### src/design/bfbp_pkg.sv
// Package for the Bloom filter build/probe block: sizing limits, widths,
// register indexes, reset values, command codes, the structs passed between the
// submodules and a saturating counter increment. No dependencies.
`timescale 1ns / 1ps
`default_nettype none

package bfbp_pkg;

  // Sizing limits
  localparam int unsigned MaxFilterBits = 1048576;
  localparam int unsigned HashCountMax  = 16;
  localparam int unsigned MinSizeBits   = 64;

  // Field widths
  localparam int unsigned HashW    = 64;
  localparam int unsigned SizeW    = 21;
  localparam int unsigned HashCntW = 5;
  localparam int unsigned CountW   = 32;
  localparam int unsigned WordW    = 64;
  localparam int unsigned BitSelW  = 6;
  localparam int unsigned PosW     = 6;
  localparam int unsigned NhW      = 7;
  localparam int unsigned CfgIdxW  = 2;
  localparam int unsigned CfgDataW = SizeW;

  typedef logic [CountW-1:0] count_t;

  // Configuration register indexes
  localparam logic [CfgIdxW-1:0] CfgEnable    = 2'd0;
  localparam logic [CfgIdxW-1:0] CfgSizeBits  = 2'd1;
  localparam logic [CfgIdxW-1:0] CfgNumHashes = 2'd2;

  // Configuration reset values
  localparam logic                EnableRst    = 1'b1;
  localparam logic [SizeW-1:0]    SizeBitsRst  = 21'd65536;
  localparam logic [HashCntW-1:0] NumHashesRst = 5'd4;

  // Item commands
  localparam logic CmdInsert = 1'b0;
  localparam logic CmdProbe  = 1'b1;

  // Control from the sequencer to the index generator
  typedef struct packed {
    logic load;
    logic step;
  } idx_ctrl_t;

  // Status of the bit position consumed by the current step
  typedef struct packed {
    logic want;  // position is below the hash count: an index comes out
    logic last;  // position zero: final index of the key
  } idx_status_t;

  // Saturating increment of a statistics counter
  function automatic count_t sat_inc(input count_t v);
    sat_inc = (v == '1) ? v : v + count_t'(1);
  endfunction

endpackage

### src/design/bfbp_idx.sv
// Bit index generator: serial remainder of the hash by the filter size, one
// hash bit per step from the top; after the step on bit i the remainder is
// (hash >> i) mod size. Depends on bfbp_pkg.
`timescale 1ns / 1ps
`default_nettype none

module bfbp_idx #(
  parameter  int unsigned MaxBits = bfbp_pkg::MaxFilterBits,
  localparam int unsigned RemW    = $clog2(MaxBits)
) (
  input  wire logic                           clk_i,
  input  wire logic                           rst_ni,
  input  wire bfbp_pkg::idx_ctrl_t            ctrl_i,
  input  wire logic [bfbp_pkg::HashW-1:0]     hash_i,
  input  wire logic [bfbp_pkg::SizeW-1:0]     size_bits_i,
  input  wire logic [bfbp_pkg::HashCntW-1:0]  num_hashes_i,
  output logic      [RemW-1:0]                rem_next_o,
  output bfbp_pkg::idx_status_t               status_o
);
  import bfbp_pkg::*;

  localparam int unsigned SzW = $clog2(MaxBits + 1);
  localparam int unsigned DW  = SzW + 1;
  localparam int unsigned CW  = (SzW > SizeW) ? SzW : SizeW;

  logic [HashW-1:0] hash_q;
  logic [PosW-1:0]  pos_q;
  logic [RemW-1:0]  rem_q;
  logic [SzW-1:0]   size_q;
  logic [NhW-1:0]   nh_q;
  logic [CW-1:0]    size_raw;
  logic [SzW-1:0]   size_eff;
  logic [NhW-1:0]   nh_raw;
  logic [NhW-1:0]   nh_eff;
  logic [DW-1:0]    trial;
  logic [DW-1:0]    size_ext;

  // Clamp size and hash count into their usable ranges
  always_comb begin
    size_raw = CW'(size_bits_i);
    if (size_raw < CW'(MinSizeBits)) begin
      size_eff = SzW'(MinSizeBits);
    end else if (size_raw > CW'(MaxBits)) begin
      size_eff = SzW'(MaxBits);
    end else begin
      size_eff = SzW'(size_raw);
    end
    nh_raw = NhW'(num_hashes_i);
    if (nh_raw == '0) begin
      nh_eff = NhW'(1);
    end else if (nh_raw > NhW'(HashCountMax)) begin
      nh_eff = NhW'(HashCountMax);
    end else begin
      nh_eff = nh_raw;
    end
  end

  // Shift in the next hash bit, subtract the size once if needed
  always_comb begin
    trial      = DW'({rem_q, hash_q[pos_q]});
    size_ext   = DW'(size_q);
    rem_next_o = (trial >= size_ext) ? RemW'(trial - size_ext) : RemW'(trial);
    status_o.want = ({1'b0, pos_q} < nh_q);
    status_o.last = (pos_q == '0);
  end

  // Load a new key or advance one bit position
  always_ff @(posedge clk_i or negedge rst_ni) begin
    if (!rst_ni) begin
      pos_q  <= '1;
      rem_q  <= '0;
      size_q <= SzW'(MinSizeBits);
      nh_q   <= NhW'(1);
    end else if (ctrl_i.load) begin
      pos_q  <= '1;
      rem_q  <= '0;
      size_q <= size_eff;
      nh_q   <= nh_eff;
    end else if (ctrl_i.step) begin
      pos_q  <= pos_q - PosW'(1);
      rem_q  <= rem_next_o;
    end
  end

  // Hold the key hash
  always_ff @(posedge clk_i) begin
    if (ctrl_i.load) begin
      hash_q <= hash_i;
    end
  end

endmodule

`default_nettype wire

### config.mk
export PLATFORM = sky130hd
export DESIGN_NAME = bfbp_idx
export DESIGN_NICKNAME = d
export VERILOG_FILES = /design/src/design/bfbp_pkg.sv /design/src/design/bfbp_idx.sv
export SDC_FILE = /design/constraint.sdc
export NUM_CORES = 1
export LEC_CHECK = 0
export BUFFER_PORTS_ARGS = -buffer_cell sky130_fd_sc_hd__buf_2
export CAP_MARGIN = 20
export CELL_PAD_IN_SITES_DETAIL_PLACEMENT = 1
export CELL_PAD_IN_SITES_GLOBAL_PLACEMENT = 2
export CORE_UTILIZATION = 36
export DETAILED_ROUTE_END_ITERATION = 8
export GPL_TIMING_DRIVEN = 0
export PLACE_DENSITY = 0.84
export SYNTH_ARGS = -nofsm -noshare
export SYNTH_HDL_FRONTEND = slang
export SYNTH_SLANG_ARGS = --single-unit
### constraint.sdc
create_clock -name clk_i -period 4.5 [get_ports clk_i]
set_input_delay 0.225 -clock clk_i [delete_from_list [all_inputs] [get_ports clk_i]]
set_output_delay 0.225 -clock clk_i [all_outputs]
set_load 0.005 [all_outputs]
After elaboration in Yosys (flattened, before gate mapping)
Cells that the tools add are included.
{ "word_totals": {"reg_bits": 118, "inputBits": 94, "out_inout_bits": 22, "word_cells": 27} }
{ "classes": {"add_sub_neg": 2, "n_lt_le_gt_ge": 6, "n_mux": 11, "n_reduce_logical": 3} }
{ "op_table": {"columns": ["cell", "n"], "rows": [
  ["$mux 20", 3],
  ["$mux 21", 2],
  ["$ge 21x21->1", 1],
  ["$gt 21x21->1 const B", 1],
  ["$lt 21x7->1 const B", 1],
  ["$sub 20x20->20", 1],
  ["$mux 6", 2],
  ["$mux 5", 2],
  ["$lt 6x7->1", 1],
  ["$lt 6x7->1 const B", 1],
  ["$bmux 1 s6", 1],
  ["$logic_not 6->1", 1],
  ["$sub 6x1->6 const B", 1],
  ["$gt 5x5->1 const B", 1],
  ["$logic_not 5->1", 1],
  ["$reduce_bool 2->1", 1],
  ["$mux 1", 1]
]} }

Longest topological paths before layout
{ "logic_depth": {"depth_word": 6, "ltp_mapped": 19, "depth_no_buf": 16} }

Least setup slack after synthesis
OpenSTA, ideal clock, no wires.
{ "synth_path": {"path_type": "register to register", "start": "register pos_q[0]", "end": "register rem_q[16]", "arrival_ps": 4063, "slack_ps": 319, "stages_incl_launch_ff": 20, "n_path_buf": 3, "period_less_slack_ps": 4181, "path_cell_list": "dfstp_2 -> buf_2 -> buf_4 -> buf_2 -> mux2i_1 -> o22ai_1 -> a211oi_1 -> a221oi_1 -> a31oi_1 -> ha_1 -> inv_1 -> fa_1 -> a21oi_1 -> o211a_1 -> nor2b_1 -> a21oi_1 -> a221oi_1 -> xnor2_1 -> mux2_2 -> o21a_1"} }
{ "synth_between": {"elab_chain_len": 6, "elab_cells_between_ends": 7, "classes_between": "add/sub: 1; order compare: 1; mux: 5"} }
{ "synth_lines": {"columns": ["element", "line_no", "text"], "rows": [
  ["start, declared", "bfbp_idx.sv:27", "logic [PosW-1:0] pos_q;"],
  ["start signal, assigned", "bfbp_idx.sv:80", "pos_q <= pos_q - PosW'(1);"],
  ["$bmux 1 s6 (*)", "bfbp_idx.sv:60", "trial = DW'({rem_q, hash_q[pos_q]});"],
  ["$mux 1 (implied by the code) (*)", "bfbp_idx.sv:60", null],
  ["$sub 20x20->20 or $ge 21x21->1 (tied branches)", "bfbp_idx.sv:62", "rem_next_o = (trial >= size_ext) ? RemW'(trial - size_ext) : RemW'(trial);"],
  ["$mux 20 (*)", "bfbp_idx.sv:62", null],
  ["named net rem_next_o[16]", "bfbp_idx.sv:17", "output logic [RemW-1:0] rem_next_o,"],
  ["$mux 20 (*)", "bfbp_idx.sv:79", "end else if (ctrl_i.step) begin"],
  ["$mux 20 (*)", "bfbp_idx.sv:74", "end else if (ctrl_i.load) begin"],
  ["end signal, assigned", "bfbp_idx.sv:81", "rem_q <= rem_next_o;"],
  ["end, declared", "bfbp_idx.sv:28", "logic [RemW-1:0] rem_q;"]
]} }
Mark *: on every way through the listed nets, which the timed path passes. The rest lies on a longest branch. The select of a mux whose other input is x is not followed.
A chain may end at the register's enable or synchronous reset.

Worst setup path after layout
{ "layout_path": {"start": "register pos_q[0]", "end": "output port rem_next_o[1]"} }
{ "layout_between": {"elab_chain_len": 4, "elab_cells_between_ends": 5, "classes_between": "add/sub: 1; order compare: 1; mux: 3"} }
{ "layout_lines": {"columns": ["element", "line_no"], "rows": [
  ["$bmux 1 s6 (*)", "bfbp_idx.sv:60"],
  ["$mux 1 (implied by the code) (*)", "bfbp_idx.sv:60"],
  ["$sub 20x20->20 or $ge 21x21->1 (tied branches)", "bfbp_idx.sv:62"],
  ["$mux 20 (*)", "bfbp_idx.sv:62"],
  ["end, declared", "bfbp_idx.sv:17"]
]} }
Mark *: on every way between the ends. The rest lies on a longest branch, timed or not. The select of a mux whose other input is x is not followed.

==> results_dict.tcl <==
set metrics [dict create \
    fin_hold_ws_ps 14.1 \
    register_area_um2 3240 \
    wl_per_cell_um 21.1 \
    setup_tns_ps -3400 \
    clock_tree.buffer_depth 2 \
    cts_root_buf "clkbuf_16" \
    cts-htree-levels 4 \
    cp_common_cell "buf_6" \
    postSynthAreaPerCell_um2 11.2 \
    path_class "register to output pin" \
    die_width_um 132 \
    ir_drop_mv 0.325 \
    clkLatencyLatePin_ps 430 \
    leakage_nw 3.88 \
    grt_pass1_vias 5794 \
    port_buffers 115 \
    num_vias 5207 \
    drv_cap 0 \
    fillers 1749 \
    rows 47 \
    slowest_stage "dfstp_4" \
    diodes 0 \
    fin_util_pct 54.1 \
    rsz0062_at_grt "yes" \
    synth_nets 664 \
    cp-end-kind "output pin" \
    arrival_ps 4530 \
    power.density_nw_per_um2 450 \
    synth-edff-count 64 \
    drt-total-wl_mm 21.2 \
    clk_pin_slew_ps 60 \
    max_freq_ghz 0.210 \
    hold_path.class "input port to register" \
    critPathMaxStageDelay_ps 710 \
    setup_slack_ps -251 \
    ys.flop_type "edfxtp_1" \
    syn_area_um2 6080 \
    first_iter_violations 248 \
    grtUsageTotal_pct 25.3 \
    firstDrtPassIters 5 \
    fin_crit_ps 4750 \
    ys_types 61 \
    seq_area_frac_synth_pct 53.1 \
    syn_inst 542 \
    violations "setup timing" \
    clock_sinks 116 \
    skew_ps 10.3 \
    place.gp.congestion 0.898 \
    nets 890 \
    hold_viol 0 \
    fin_crit_sh_pct 106 \
    cts_tree "done" \
    die-height_um 132 \
    grt_max_degree 47 \
    crit_required_ps 4280 \
    layout-drive-gt1-share_pct 34.7 \
    status "finished with violations" \
    async_reset_ff_share_pct 44.8 \
    viasPerCell 5.20 \
    tightest_slew_ps 951 \
    hpwl_mm 12.9 \
    die_area_um2 17400 \
    grt_pass1_wl_mm 32.6 \
    final_max_slew_viol_count 0 \
    crit_chain "buf_6 -> mux4_2 -> a211oi_2 -> a221oi_2 -> a31oi_2 -> ha_2 -> nand3_2 -> nor4_2 -> a221oi_2 -> nand3b_1 -> a311oi_4 -> or3_1 -> buf_6 -> mux2_4 -> buf_6" \
    slew_headroom_pct 36.4 \
    crit_path_start_kind "register" \
    drc 0 \
    core_area_um2 16500 \
    cts_buffers 17 \
    ys_ff_latch 116 \
    worstPathMaxFanout 6 \
    final_antenna_net_count 0 \
    yosysWarnings 0 \
    grt_overflow 0 \
    setup_viol 20 \
    ios 116 \
    multiInputGateArea_um2 2930 \
    antenna_found_initial 0 \
    start_util_pct 36.8 \
    areaGrowthSynthToFinish_pct 46.8 \
]
## placed cells by master (no fill, tap or decap), types with 17 or more instances in the layout
cell type / instances
o21ai_0: 34
inv_1: 35
edfxtp_1: 64
clkbuf_16: 17
buf_6: 23
dfrtp_1: 44
dlygate4sd3_1: 65
ha_1: 26
a21oi_1: 20
buf_2: 102
nand2_1: 46
nor2_1: 44
## per-stage QoR
step / total power [mW] / cells / setup slack [ps] / area (um^2)
after detailed placement: 2.19 / 879 / -620 / 6980
after floorplan: 1.86 / 542 / 319 / 6080
after global placement: 2.16 / 877 / -583 / 6940
after CTS: 3.89 / 992 / -218 / 8740
after global routing: 4.19 / 1001 / -425 / 8930
final: 4.02 / 1001 / -251 / 8930
## flip-flops by register name (all words and copies together), names as in the netlist
| signal | flops |
|---|---|
| hash_q | 64 |
| nh_q | 5 |
| pos_q | 6 |
| rem_q | 20 |
| size_q | 21 |
## layer usage
layer | vias to the layer above | global-route usage (%) | share of wire (%)
met5 | - | 0 | 0
met4 | 0 | 9.82 | 3.2
met3 | 38 | 6.34 | 4.8
met2 | 162 | 45.9 | 53
met1 | 2579 | 28.4 | 39
li1 | 2428 | - | -
## what timing repair did
| item | in CTS | in global routing |
|---|---|---|
| buffers inserted | 17 | 10 |
| gates resized for setup | 86 | 33 |
| pin swaps | 12 | 17 |
| hold endpoints to repair | 83 | 0 |
| cloned | 1 | 0 |
| endpoints found under the setup margin | 40 | 23 |
| hold buffers | 65 | 0 |
## final timing paths
kind / slack (ps) / depth (start not counted) / to / startpoint
max: -250 / 15 / rem_next_o[1] / pos_q[0]$_DFFE_PN1P_
min: 10 / 3 / size_q[12]$_DFFE_PN0P_ / size_bits_i[12]
max reg2reg: 190 / 19 / rem_q[15]$_DFFE_PN0P_ / pos_q[0]$_DFFE_PN1P_
min reg2reg: 480 / 2 / nh_q[0]$_DFFE_PN1P_ / nh_q[0]$_DFFE_PN1P_
max in group asynchronous: 3550 / 3 / nh_q[0]$_DFFE_PN1P_ / rst_ni
min in group asynchronous: 300 / 2 / size_q[7]$_DFFE_PN0P_ / rst_ni
## synth_stat cells (5+ instances only)
cell / instances / area share, %
a211oi_1: 6 / 0.74
a21oi_1: 28 / 2.3
a221oi_1: 5 / 0.72
and3_1: 5 / 0.51
clkbuf_1: 16 / 0.99
dfrtp_1: 44 / 18
dfstp_2: 8 / 3.5
edfxtp_1: 64 / 32
ha_1: 27 / 5.6
inv_1: 36 / 2.2
mux2_2: 14 / 2.6
mux2i_1: 14 / 2.3
mux4_2: 9 / 3.3
nand2_1: 50 / 3.1
nand3_1: 11 / 0.90
nor2_1: 45 / 2.8
nor2b_1: 5 / 0.51
nor3_1: 6 / 0.49
nor4_1: 7 / 0.72
o21a_1: 16 / 2.0
o21ai_0: 39 / 3.2
xnor2_1: 13 / 1.9
xor2_1: 6 / 0.86
## cell families (layout without fill, tap and decap cells)
family	Yosys count	in the layout	share of synthesized area, %
buffers and inverters	58	297	3.93
AND/OR/NAND/NOR	157	157	12.5
multiplexers	38	38	8.47
flip-flops	116	116	53.1
XOR/XNOR	19	19	2.73
AO/OA/AOI/OAI	126	126	13.3
adder cells (fa/ha/maj)	28	28	5.88
## where the power goes
part	leakage, nW	total [mW]	internal, mW	switching [mW]
Clock	0.287	1.41	0.831	0.581
Combinational	2.30	1.33	0.679	0.651
Sequential	1.29	1.28	1.22	0.0542
Total	3.88	4.02	2.73	1.29
## layout make-up
class	count	area share (%)
buffer	19	1.36
sequential	116	36.2
clock inverter	15	1.92
clock buffer	17	4.76
tap	220	3.08
inverter	36	1.51
timing repair buffer	210	18.4
multi-input combinational	368	32.8
## worst max-delay path, delay by kind of cell (launching register included)
kind / cells / cell delay (ps)
adders and majority gates: 1 / 330
AOI/OAI and AO/OA: 5 / 1290
muxes: 2 / 860
DFF: 1 / 710
and+or+nand+nor: 4 / 520
buffers and inverters: 3 / 380
(Power assumes the default switching activity.)
